--- config.mk ---
export PLATFORM = sky130hd
export DESIGN_NAME = mhpq_controller
export DESIGN_NICKNAME = d
export VERILOG_FILES = /design/src/hw/rtl/mhpq_pkg.sv /design/src/hw/rtl/mhpq_controller.sv
export SDC_FILE = /design/constraint.sdc
export NUM_CORES = 1
export LEC_CHECK = 0
export BUFFER_PORTS_ARGS = -buffer_cell sky130_fd_sc_hd__buf_2
export CAP_MARGIN = 20
export CORE_AREA = 10 10 47 49
export CTS_BUF_LIST = sky130_fd_sc_hd__clkbuf_4
export DETAILED_ROUTE_END_ITERATION = 7
export DIE_AREA = 0 0 57 59
export SLEW_MARGIN = 20
export SYNTH_ARGS = -nofsm -noshare
export SYNTH_HDL_FRONTEND = slang
export SYNTH_SLANG_ARGS = --single-unit
--- constraint.sdc ---
create_clock -name clock -period 1.5 [get_ports clock]
set_clock_uncertainty 0.2 [all_clocks]
set_input_delay 0.15 -clock clock [delete_from_list [all_inputs] [get_ports clock]]
set_output_delay 0.15 -clock clock [all_outputs]
set_load 0.005 [all_outputs]
--- src/hw/rtl/mhpq_pkg.sv ---
// Package with the item types, codes and controller command types of the min-heap queue.
package mhpq_pkg;

   localparam int ValueWidth    = 32;
   localparam int PriorityWidth = 32;
   localparam int OccWidth      = 11;

   typedef enum logic {
      OP_PUSH = 1'b0,
      OP_POP  = 1'b1
   } opcode_type;

   typedef enum logic [1:0] {
      STATUS_OK    = 2'd0,
      STATUS_FULL  = 2'd1,
      STATUS_EMPTY = 2'd2
   } status_type;

   typedef struct packed {
      opcode_type               opcode;
      logic [ValueWidth-1:0]    item_value;
      logic [PriorityWidth-1:0] item_priority;
   } req_type;

   typedef struct packed {
      logic [ValueWidth-1:0] popped_value;
      status_type            status;
      logic [OccWidth-1:0]   occupancy;
      logic                  is_empty;
      logic [ValueWidth-1:0] top_value;
   } rsp_type;

   typedef struct packed {
      logic [ValueWidth-1:0]    value;
      logic [PriorityWidth-1:0] prio;
   } entry_type;

   typedef enum logic [3:0] {
      S_IDLE,
      S_UP_CHK,
      S_UP_CMP,
      S_LAST,
      S_DN_CHK,
      S_DN_RD,
      S_DN_CMP,
      S_FINISH
   } state_type;

   typedef enum logic [2:0] {
      RD_NONE,
      RD_PARENT,
      RD_LAST,
      RD_LEFT,
      RD_RIGHT
   } rd_sel_type;

   typedef enum logic [1:0] {
      WR_CUR,
      WR_MOVED,
      WR_PICK
   } wr_sel_type;

   typedef enum logic [1:0] {
      POS_HOLD,
      POS_ROOT,
      POS_PARENT,
      POS_PICK
   } pos_sel_type;

   typedef struct packed {
      logic        accept;
      rd_sel_type  rd_sel;
      logic        wr_en;
      wr_sel_type  wr_sel;
      pos_sel_type pos_sel;
      logic        load_cur;
      logic        load_child;
      logic        load_rsp;
   } cmd_type;

   typedef struct packed {
      logic full;
      logic empty;
      logic pos_root;
      logic lc_out;
      logic rc_out;
      logic up_stop;
      logic dn_swap;
   } sts_type;

endpackage

--- src/hw/rtl/mhpq_controller.sv ---
// Controller state machine of the min-heap queue: sequences sift-up and sift-down steps.
module mhpq_controller (
   input  logic                 clock,
   input  logic                 reset,
   input  logic                 req_valid,
   input  mhpq_pkg::opcode_type req_opcode,
   input  logic                 rsp_stall,
   input  mhpq_pkg::sts_type    sts,
   output mhpq_pkg::cmd_type    cmd,
   output logic                 req_stall,
   output logic                 rsp_valid
);

   mhpq_pkg::state_type state_ff, state_in;
   logic                rsp_valid_ff, rsp_valid_in;
   logic                rsp_free;

   assign rsp_free = !rsp_valid_ff || !rsp_stall;

   always_comb begin
      state_in = state_ff;
      case (state_ff)
         mhpq_pkg::S_IDLE: begin
            if (req_valid) begin
               if (req_opcode == mhpq_pkg::OP_PUSH) begin
                  state_in = sts.full ? mhpq_pkg::S_FINISH : mhpq_pkg::S_UP_CHK;
               end else begin
                  state_in = sts.empty ? mhpq_pkg::S_FINISH : mhpq_pkg::S_LAST;
               end
            end
         end
         mhpq_pkg::S_UP_CHK: begin
            state_in = sts.pos_root ? mhpq_pkg::S_FINISH : mhpq_pkg::S_UP_CMP;
         end
         mhpq_pkg::S_UP_CMP: begin
            state_in = sts.up_stop ? mhpq_pkg::S_FINISH : mhpq_pkg::S_UP_CHK;
         end
         mhpq_pkg::S_LAST: begin
            state_in = sts.empty ? mhpq_pkg::S_FINISH : mhpq_pkg::S_DN_CHK;
         end
         mhpq_pkg::S_DN_CHK: begin
            state_in = sts.lc_out ? mhpq_pkg::S_FINISH : mhpq_pkg::S_DN_RD;
         end
         mhpq_pkg::S_DN_RD: begin
            state_in = mhpq_pkg::S_DN_CMP;
         end
         mhpq_pkg::S_DN_CMP: begin
            state_in = sts.dn_swap ? mhpq_pkg::S_DN_CHK : mhpq_pkg::S_FINISH;
         end
         mhpq_pkg::S_FINISH: begin
            if (rsp_free) begin
               state_in = mhpq_pkg::S_IDLE;
            end
         end
         default: begin
            state_in = mhpq_pkg::S_IDLE;
         end
      endcase
   end

   always_comb begin
      cmd            = '0;
      cmd.rd_sel     = mhpq_pkg::RD_NONE;
      cmd.wr_sel     = mhpq_pkg::WR_CUR;
      cmd.pos_sel    = mhpq_pkg::POS_HOLD;
      case (state_ff)
         mhpq_pkg::S_IDLE: begin
            cmd.accept = req_valid;
            if (req_valid && (req_opcode == mhpq_pkg::OP_POP) && !sts.empty) begin
               cmd.rd_sel = mhpq_pkg::RD_LAST;
            end
         end
         mhpq_pkg::S_UP_CHK: begin
            if (sts.pos_root) begin
               cmd.wr_en = 1'b1;
            end else begin
               cmd.rd_sel = mhpq_pkg::RD_PARENT;
            end
         end
         mhpq_pkg::S_UP_CMP: begin
            cmd.wr_en = 1'b1;
            if (!sts.up_stop) begin
               cmd.wr_sel  = mhpq_pkg::WR_MOVED;
               cmd.pos_sel = mhpq_pkg::POS_PARENT;
            end
         end
         mhpq_pkg::S_LAST: begin
            cmd.load_cur = 1'b1;
            cmd.pos_sel  = mhpq_pkg::POS_ROOT;
         end
         mhpq_pkg::S_DN_CHK: begin
            if (sts.lc_out) begin
               cmd.wr_en = 1'b1;
            end else begin
               cmd.rd_sel = mhpq_pkg::RD_LEFT;
            end
         end
         mhpq_pkg::S_DN_RD: begin
            cmd.load_child = 1'b1;
            if (!sts.rc_out) begin
               cmd.rd_sel = mhpq_pkg::RD_RIGHT;
            end
         end
         mhpq_pkg::S_DN_CMP: begin
            cmd.wr_en = 1'b1;
            if (sts.dn_swap) begin
               cmd.wr_sel  = mhpq_pkg::WR_PICK;
               cmd.pos_sel = mhpq_pkg::POS_PICK;
            end
         end
         mhpq_pkg::S_FINISH: begin
            cmd.load_rsp = rsp_free;
         end
         default: begin
            cmd = '0;
         end
      endcase
   end

   assign rsp_valid_in = cmd.load_rsp || (rsp_valid_ff && rsp_stall);

   always_ff @(posedge clock) begin
      if (reset) begin
         state_ff     <= mhpq_pkg::S_IDLE;
         rsp_valid_ff <= 1'b0;
      end else begin
         state_ff     <= state_in;
         rsp_valid_ff <= rsp_valid_in;
      end
   end

   assign req_stall = (state_ff != mhpq_pkg::S_IDLE);
   assign rsp_valid = rsp_valid_ff;

endmodule

### Word-level counts from Yosys, hierarchy flattened

Index checks and enable logic that the tools add are counted.

* flip-flop bits (word level): 5
* input bits: 12
* output and inout port bits: 14
* logic and storage cells: 50

* reductions and logical operators: 12
* multiplexer cells: 27
* equality and inequality tests: 9

Operators by type and width (number)
* one-hot mux 4 bit (8 select lines): 1
* two-way mux 3 bit: 7
* == test 4 x 3 -> 1 bit (second input constant): 4
* two-way mux 4 bit: 3
* one-hot mux 3 bit (4 select lines): 1
* two-way mux 2 bit: 5
* == test 4 x 2 -> 1 bit (second input constant): 2
* two-way mux 1 bit: 7
* one-hot mux 2 bit (3 select lines): 1
* == test 4 x 1 -> 1 bit (second input constant): 1
* zero test 4 bit: 1
* != test 2 bit (second input constant): 2
* one-hot mux 2 bit (2 select lines): 1
* nonzero test 4 bit: 1
* logical AND 1 bit: 3
* zero test 1 bit: 3
* one-hot mux 1 bit (3 select lines): 1
* logical OR 1 bit: 2
* AND reduction 2 bit: 1
* OR reduction 2 bit: 1

### Logic depth before layout (Yosys ltp)

Gate-level depths: netlist (run 1).

* depth after elaboration: 4
* mapped depth: 5
* mapped depth without buffers: 4

### Worst setup path before layout (run 1)

No wires, ideal clock.

* path kind: reg2out
* start point: reg state_ff[2]
* end point: out cmd[4] (netlist name)
* path slack: 0.160 ns
* arrival time: 0.990 ns
* data required time: 1.150 ns
* buffers on the path: 2
* cell stages (with the launch flop): 5
* cell sequence: dfxtp_1 buf_6 buf_2 nor3b_1 or2_1

RTL lines
* start: declaration: line mhpq_controller.sv:14 `mhpq_pkg::state_type state_ff, state_in;`
* start signal: assignment: line mhpq_controller.sv:124 `state_ff <= mhpq_pkg::S_IDLE;`
* start signal: assignment: line mhpq_controller.sv:127 `state_ff <= state_in;`
* end: declaration: line mhpq_controller.sv:9 `output mhpq_pkg::cmd_type cmd,`

==> results of run 1 <==
-- where the power goes --
part | switching [mW] | internal, mW | total [mW]
clock | 0.0364 | 0.0890 | 0.125
sequential | 0.0447 | 0.149 | 0.193
combinational | 0.279 | 0.349 | 0.629
total | 0.360 | 0.587 | 0.947
-- logic make-up (layout without fill, tap and decap cells) --
family / after synthesis / count (layout)
AOI/OAI and AO/OA: 18 / 18
buffers and inverters: 8 / 41
DFF: 4 / 4
muxes: 2 / 2
and+or+nand+nor: 26 / 26
-- flip-flops by register name, summed over array words and instances, names as in the netlist --
name	count
state_ff	3
rsp_valid	1
-- worst paths after layout --
check,slack [ns],end,start,depth (start not counted)
hold reg to reg,0.32,rsp_valid$_SDFF_PP0_,rsp_valid$_SDFF_PP0_,2
setup reg to reg,0.05,state_ff[0]$_SDFFE_PP0P_,state_ff[0]$_SDFFE_PP0P_,5
hold / removal,0.03,rsp_valid$_SDFF_PP0_,rsp_stall,3
setup / recovery,-0.02,cmd[4],state_ff[2]$_SDFFE_PP0P_,5
-- critical path, cell delays in order (launching register included) --
cell,delay [ns]
dfxtp_4,0.35
buf_12,0.15
nand3_2,0.08
inv_2,0.03
or2_1,0.20
buf_2,0.12
-- cell type report --
class | instances | area (sq um)
Fill cell | 158 | 713
Multi-Input combinational cell | 46 | 327
Timing Repair Buffer | 34 | 215
Sequential cell | 4 | 88.8
Clock buffer | 3 | 22.5
Tap cell | 16 | 20.0
Inverter | 4 | 15.0
-- repair_timing --
item | in CTS | in global routing
gates resized for setup | 13 | 8
buffers inserted | 2 | 2
pin swaps | 2 | 6
hold buffers | 1 | 0
endpoints found under the hold margin | 2 | 0
setup endpoints to repair | 8 | 10
-- cell usage in the layout (no fill, tap or decap), types with 3 or more instances in the layout --
cell type,netlist,layout
a21oi_2,0,3
buf_4,0,5
o21ai_0,4,3
a21oi_1,7,4
buf_2,3,25
nor2_1,8,7
clkbuf_4,0,3
inv_1,4,3
nand2_1,4,4
-- per-stage QoR --
step | TNS [ns] | util (%)
after floorplan | 0 | -
after global placement | 0 | 40.1
after detailed placement | 0 | 40.1
after CTS | -0.0896 | 46.0
after global routing | -0.445 | 49.1
final | -0.0285 | 49.1
-- routing by layer --
metal  vias to the layer above  global-route usage, %  wire length [microns]
met5                         -                      0                      0
met3                         0                   2.79                     92
li1                        270                      -                      -
met2                        20                   13.0                    637
met4                         0                   2.01                      0
met1                       231                   8.85                    611
-- Yosys cell counts (2+ instances only) --
| library cell | number | area share, % |
|---|---|---|
| nor2_1 | 8 | 7.5 |
| a21oi_1 | 7 | 8.7 |
| dfxtp_1 | 4 | 20 |
| inv_1 | 4 | 3.7 |
| nand2_1 | 4 | 3.7 |
| o21ai_0 | 4 | 5.0 |
| buf_2 | 3 | 3.7 |
| a31oi_1 | 2 | 3.1 |
| nand3_1 | 2 | 2.5 |
| nor2b_1 | 2 | 3.1 |
==> reports/summary.txt, run 1 <==
Longest Clk Path Bufs -> 2
Failing checks -> negative setup slack
Max-cap violations -> 0
Worst EP arrival -> 1.17 ns
Via/cell ratio -> 4.87
Clock Latency Late Sink -> 0.23 ns
Gr usage total -> 7.67%
Placed inst area -> 562 sq um
Synth async-reset ratio -> 0%
Synthesized area per cell -> 6.90 sq um
Yosys reg bits -> 4
Final setup margin -> -0.0167 ns
Detailed Routing Iterations Pass 1 -> 4
Final Cell Area -> 688 sq um
IO Pins -> 26
Core Area -> 1400 sq um
TritonCTS Sinks -> 4
Hold Path Class -> primary input to flip-flop
Synth Area in Compound Gates -> 27.5%
Clock period minus worst slack -> 1.52 ns
DRC -> 0
Vias in the first global route -> 535
WS Path Type -> flip-flop to output pin
Final HPWL DP -> 1.04 mm
Main synth FF type -> dfxtp_1
Worst vdd ir -> 0.749 mV
Warnings from Yosys -> 0
Post-synthesis mux area share -> 5.31%
Row cnt -> 14
Critical path capture point type -> output pin
Die Y -> 59 microns
CTS Buf Count -> 3
Xor/xnor share of the synthesized area -> 0%
Simple-Gate Fraction of Synth Area -> 36.9%
First-pass GRT wire length -> 2.23 mm
Placed Cells -> 99
Chip width -> 57 microns
EDFF count, synth -> 0
Layout Cells excl Fill -> 107
Reg clk slew, reported paths -> 0.03 ns
Gate Count Post-Synth -> 58
Final Net Count -> 105
TritonCTS clock tree -> yes
H-tree Lvls -> 1
DRT iter0 DRCs -> 9
Post-synth cell types -> 28
Max Slew Vio Count -> 0
# setup viols final -> 2
Startpoint types -> flip-flop
Full die area -> 3360 sq um
Slew at the pin with the worst max-slew slack -> 0.197 ns
Initial antenna violation count -> 0
Hold WS -> 0.0309 ns
RSZ-0062 raised after global routing -> true
Pleak -> 0.352 nW
Seq/Total Area, Yosys -> 20.0%
Largest family of logic cells by synthesized area -> simple AND/OR/NAND/NOR gates
Root Driver -> clkbuf_4
Gpl congestion -> 0.774
Synth Area in Adders -> 0%
Status -> finished, violations left
Final antenna-violating net count -> 0
Overflow left after global routing -> 0
PortBufs -> 25
Largest net degree at the start of global routing -> 15
Final WL -> 1.34 mm
Cell Pwr Density -> 1380 nW/um^2
Hold Fails Final Rpt -> 0
FMAX -> 659 MHz
N_diodes -> 0
Area delta synth->final -> 71.9%
Initial Util -> 28.6%
Mapped Nets -> 70
Mapped Area -> 400 sq um
Required time of the critical path -> 1.15 ns
Worst slack, placed -> 0.0477 ns
Via count -> 521
Share of layout cells above drive strength 1 -> 60.4%
Final period util -> 101%
WL/cell -> 12.5 microns
Slew margin rel. -> 86.8%
Crit Path Max Fanout -> 14
Power, Total -> 0.947 mW
Power figures use the tool's default switching activity.
==> run 2, diff against run 1 <==
clock period = 1.3 ns   (was 1.5 ns; I/O delays follow)
==> reports/summary.txt, run 2 (same netlist as run 1, synthesis figures left out) <==
Status -> finished, violations left
Failing checks -> negative setup slack
# setup viols final -> 16 (+14)
Via count -> 593 (+14%)
IO Pins -> 26 (unchanged)
Pleak -> 0.438 nW (+24%)
PortBufs -> 25 (unchanged)
Worst vdd ir -> 0.775 mV (+3.5%)
Final setup margin -> -0.308 ns (-0.291 ns)
H-tree Lvls -> 1 (unchanged)
Startpoint types -> flip-flop
Biggest register -> state_ff
WS Path Type -> flip-flop to output pin
Crit Path Max Fanout -> 4 (-10)
WL/cell -> 13.8 microns (+10%)
Row cnt -> 14 (unchanged)
Slew at the pin with the worst max-slew slack -> 0.195 ns (-0.00104 ns)
Largest register FFs -> 3 (unchanged)
RR Startpoint -> state_ff[1]$_SDFFE_PP0P_
Root Driver -> clkbuf_4
Required time of the critical path -> 0.97 ns (-0.18 ns)
Full die area -> 3360 sq um (unchanged)
Final Cell Area -> 840 sq um (+22%)
Core Area -> 1400 sq um (unchanged)
RSZ-0062 raised after global routing -> true
N_diodes -> 0 (unchanged)
Overflow left after global routing -> 0 (unchanged)
Commonest non-fill, non-tap cell in the layout -> buf_2
Largest net degree at the start of global routing -> 7 (-8)
Final HPWL DP -> 1.05 mm (+0.82%)
Fill cell count -> 128 (-19%)
Worst EP arrival -> 1.28 ns (+0.11 ns)
Slew margin rel. -> 86.8% (about the same)
Share of layout cells above drive strength 1 -> 68.3% (+7.8 points)
Flop-to-flop setup slack -> -0.19 ns (-0.24 ns)
Final period util -> 124%
Initial antenna violation count -> 0 (unchanged)
Clock period minus worst slack -> 1.61 ns
Worst Setup SP -> state_ff[2]$_SDFFE_PP0P_
Area delta synth->final -> 110%
Chip width -> 57 microns (unchanged)
Critical path capture point type -> output pin
Die Y -> 59 microns (unchanged)
Final antenna-violating net count -> 0 (unchanged)
Final Net Count -> 118 (+12%)
CTS Buf Count -> 3 (unchanged)
Via/cell ratio -> 4.94 (+1.5%)
Initial Util -> 28.6% (unchanged)
FMAX -> 622 MHz
DRT iter0 DRCs -> 8 (-1)
TritonCTS clock tree -> yes
DRC -> 0 (unchanged)
Worst Setup EP -> cmd[11]
Cell Pwr Density -> 1720 nW/um^2 (+25%)
TritonCTS Sinks -> 4 (unchanged)
Gr usage total -> 8.83% (+1.2 points)
Max-cap violations -> 0 (unchanged)
Placed inst area -> 587 sq um (+4.5%)
First-pass GRT wire length -> 2.48 mm (+11%)
Max Slew Vio Count -> 0 (unchanged)
Commonest non-fill, non-tap cells in the layout -> 27 x buf_2, 10 x buf_4, 9 x buf_6
Reg clk slew, reported paths -> 0.04 ns (about the same)
Final core utilization -> 59.9% (+11 points)
Hold Fails Final Rpt -> 0 (unchanged)
Longest Clk Path Bufs -> 2 (unchanged)
Detailed Routing Iterations Pass 1 -> 4 (unchanged)
Final WL -> 1.66 mm (+24%)
Reg2Reg Depth -> 6 (+1)
Clock Latency Late Sink -> 0.24 ns (about the same)
Gpl congestion -> 0.780 (+0.84%)
Vias in the first global route -> 611 (+14%)
Hold Path Class -> primary input to flip-flop
Reg-to-reg endpoint -> state_ff[2]$_SDFFE_PP0P_
==> run 2: area by class of cell <==
cell class              instances  area, sq um  share of cell area (%)
clock buffers                   3         22.5                    2.68
inverters                       4         15.0                    1.79
multi-input cells              46          369                    44.0
flip-flops and latches          4         91.3                    10.9
well taps                      16         20.0                    2.38
repair buffers                 47          322                    38.3
==> run 2: report_power, final <==
part           internal (mW)  switching, mW  leakage (nW)
clock network          0.103         0.0533        0.0138
logic                  0.617          0.442         0.389
registers              0.175         0.0499        0.0348
==> run 2: timing repair <==
action,CTS,global route
cloned,2,0
hold buffers,1,0
endpoints found under the setup margin,16,16
buffers inserted,5,6
endpoints found under the hold margin,4,0
gates resized for setup,25,11
pin swaps,5,11
==> run 2: how the worst min path moves through the flow <==
stage                         start                        to  slack, ns  depth (start not counted)
after floorplan               reset      rsp_valid$_SDFF_PP0_    -0.0009                          1
after global placement        reset      rsp_valid$_SDFF_PP0_       0.12                          2
after detailed placement      reset  state_ff[0]$_SDFFE_PP0P_       0.12                          2
after CTS                 rsp_stall      rsp_valid$_SDFF_PP0_      -0.02                          3
after global routing      rsp_stall      rsp_valid$_SDFF_PP0_       0.04                          3
final                     rsp_stall      rsp_valid$_SDFF_PP0_       0.01                          3
==> run 2: per-layer routing <==
metal | GRT usage [%] | vias up | wire [microns]
li1 | - | 298 | -
met1 | 8.35 | 268 | 666
met2 | 16.4 | 21 | 876
met3 | 2.15 | 6 | 79
met4 | 6.04 | 0 | 36
met5 | 0 | - | 0
==> run 2: worst max-delay path, cell delays in order (launching register included) <==
cell     delay (ns)
dfxtp_4        0.35
or3_4          0.39
buf_6          0.12
nor2_1         0.06
buf_2          0.11
==> run 2: through the flow <==
| step | setup TNS [ns] | hold slack [ns] | worst slack, ns | power, mW | cells |
|---|---|---|---|---|---|
| finish | -3.06 | 0.0112 | -0.308 | 1.44 | 120 |
| global route | -3.71 | 0.0397 | -0.338 | 1.54 | 120 |
| floorplan | -0.0213 | -0.000934 | -0.0118 | 0.572 | 58 |
| CTS | -2.86 | -0.0241 | -0.303 | 1.23 | 114 |
| detailed placement | -0.680 | 0.119 | -0.140 | 0.827 | 103 |
| global placement | -0.517 | 0.123 | -0.128 | 0.823 | 103 |
==> run 3, diff against run 2 <==
MAX_ROUTING_LAYER = met4   (was not set)
==> reports/summary.txt, run 3 (same netlist as run 1, synthesis figures left out) <==
Status -> finished, violations left
Failing checks -> negative setup slack
Commonest non-fill, non-tap cell in the layout -> buf_2
Hold worst-path end -> rsp_valid$_SDFF_PP0_
Area delta synth->final -> 110% (unchanged)
Final antenna-violating net count -> 0 (unchanged)
Placed inst area -> 587 sq um (unchanged)
Via count -> 593 (unchanged)
Multi-input logic area -> 369 sq um (unchanged)
Max-cap violations -> 0 (unchanged)
H-tree Lvls -> 1 (unchanged)
Worst vdd ir -> 0.775 mV (unchanged)
Via/cell ratio -> 4.94 (unchanged)
Power share of the combinational group -> 73.5% (about the same)
Switch share -> 37.8% (about the same)
CTS Buf Count -> 3 (unchanged)
Worst EP arrival -> 1.28 ns (about the same)
N_diodes -> 0 (unchanged)
Layout Cells excl Fill -> 120 (unchanged)
Share of layout cells above drive strength 1 -> 68.3% (unchanged)
Reg clk slew, reported paths -> 0.04 ns (about the same)
Crit Path Max Fanout -> 4 (unchanged)
Cell Pwr Density -> 1720 nW/um^2 (about the same)
Psw -> 0.545 mW (about the same)
PortBufs -> 25 (unchanged)
Commonest non-fill, non-tap cells in the layout -> 27 x buf_2, 10 x buf_4, 9 x buf_6
Reg2Reg Depth -> 6 (unchanged)
Hold Fails Final Rpt -> 0 (unchanged)
Slew at the pin with the worst max-slew slack -> 0.195 ns (unchanged)
Overflow left after global routing -> 0 (unchanged)
Flop-to-flop setup slack -> -0.19 ns (about the same)
Longest Clk Path Bufs -> 2 (unchanged)
Slew margin rel. -> 86.8% (unchanged)
Clock Latency Late Sink -> 0.24 ns (about the same)
Core Area -> 1400 sq um (unchanged)
TritonCTS clock tree -> yes
Flop pwr share -> 15.6% (about the same)
First-pass GRT wire length -> 2.48 mm (unchanged)
Critical path capture point type -> output pin
Placed Cells -> 103 (unchanged)
Pleak -> 0.438 nW (unchanged)
# setup viols final -> 16 (unchanged)
Largest net degree at the start of global routing -> 7 (unchanged)
Cell internal pwr -> 0.896 mW (about the same)
Final Net Count -> 118 (unchanged)
Startpoint types -> flip-flop
Root Driver -> clkbuf_4
Max Slew Vio Count -> 0 (unchanged)
Hold path start -> rsp_stall
Clock period minus worst slack -> 1.61 ns (unchanged)
RR Startpoint -> state_ff[1]$_SDFFE_PP0P_
Row cnt -> 14 (unchanged)
Final setup margin -> -0.308 ns (unchanged)
Hold depth -> 3 (unchanged)
Gr usage total -> 9.08% (+0.25 points)
Fill cell count -> 128 (unchanged)
Initial Util -> 28.6% (unchanged)
Final Cell Area -> 840 sq um (unchanged)
DRC -> 0 (unchanged)
Detailed Routing Iterations Pass 1 -> 4 (unchanged)
FMAX -> 622 MHz (unchanged)
Chip width -> 57 microns (unchanged)
Vias in the first global route -> 611 (unchanged)
Hold Path Class -> primary input to flip-flop
IO Pins -> 26 (unchanged)
Largest register FFs -> 3 (unchanged)
Full die area -> 3360 sq um (unchanged)
Clock power share -> 10.9% (about the same)
Reg-to-reg endpoint -> state_ff[2]$_SDFFE_PP0P_
Final HPWL DP -> 1.05 mm (unchanged)
WL/cell -> 13.8 microns (unchanged)
Gpl congestion -> 0.791 (+1.4%)
Final period util -> 124% (unchanged)
TritonCTS Sinks -> 4 (unchanged)
Sequential cell area -> 91.3 sq um (unchanged)
Biggest register -> state_ff
Die Y -> 59 microns (unchanged)
Final WL -> 1.66 mm (unchanged)
DRT iter0 DRCs -> 8 (unchanged)
RSZ-0062 raised after global routing -> true
WS Path Type -> flip-flop to output pin
Initial antenna violation count -> 0 (unchanged)
Required time of the critical path -> 0.97 ns (about the same)
==> run 3: timing repair <==
item                                   CTS  global route
hold buffers                             1             0
gates cloned                             2             0
endpoints found under the hold margin    4             0
pin swaps                                5            11
gates resized for setup                 25            11
setup buffers                            5             6
setup endpoints to repair               16            16
==> run 3: stage by stage <==
| step | util (%) | setup WS, ns | hold WS, ns | TNS, ns | power, mW |
|---|---|---|---|---|---|
| floorplan | - | -0.0118 | -0.000934 | -0.0213 | 0.572 |
| global placement | 41.9 | -0.128 | 0.123 | -0.517 | 0.823 |
| detailed placement | 41.9 | -0.140 | 0.119 | -0.680 | 0.827 |
| CTS | 53.1 | -0.303 | -0.0241 | -2.86 | 1.23 |
| global route | 59.9 | -0.338 | 0.0397 | -3.71 | 1.54 |
| finish | 59.9 | -0.308 | 0.0112 | -3.06 | 1.44 |
==> run 3: routing by layer <==
| metal | share of wire, % | up-vias | GRT usage [%] |
|---|---|---|---|
| li1 | - | 298 | - |
| met1 | 41 | 268 | 8.47 |
| met2 | 53 | 21 | 16.4 |
| met3 | 4.2 | 6 | 1.93 |
| met4 | 2.2 | 0 | 6.04 |
| met5 | 0 | - | - |
==> run 3: area by class of cell <==
cell class	instances	area share [%]
tap	16	2.38
multi-input combinational	46	44.0
clock buffer	3	2.68
sequential	4	10.9
inverter	4	1.79
timing repair buffer	47	38.3
==> run 3: worst max path at each step <==
stage,start,endpoint,depth (start not counted)
2_1_floorplan,state_ff[2]$_SDFFE_PP0P_,state_ff[2]$_SDFFE_PP0P_,5
4_1_cts,state_ff[1]$_SDFFE_PP0P_,cmd[10],5
3_5_place_dp,state_ff[1]$_SDFFE_PP0P_,cmd[4],4
6_report,state_ff[2]$_SDFFE_PP0P_,cmd[11],4
3_3_place_gp,state_ff[2]$_SDFFE_PP0P_,state_ff[1]$_SDFFE_PP0P_,4
5_1_grt,state_ff[2]$_SDFFE_PP0P_,cmd[11],4
==> run 3: critical path, cell delays in order, from the launching register on <==
cell and delay [ns]:
dfxtp_4 0.35, or3_4 0.39, buf_6 0.12, nor2_1 0.06, buf_2 0.11
==> run 3: power groups by stage <==
stage | sequential, mW | combinational [mW] | clock [mW]
after detailed placement | 0.207 | 0.620 | 0
after global routing | 0.232 | 1.14 | 0.164
after CTS | 0.217 | 0.855 | 0.161
final | 0.225 | 1.06 | 0.157
after floorplan | 0.185 | 0.387 | 0
after global placement | 0.206 | 0.617 | 0
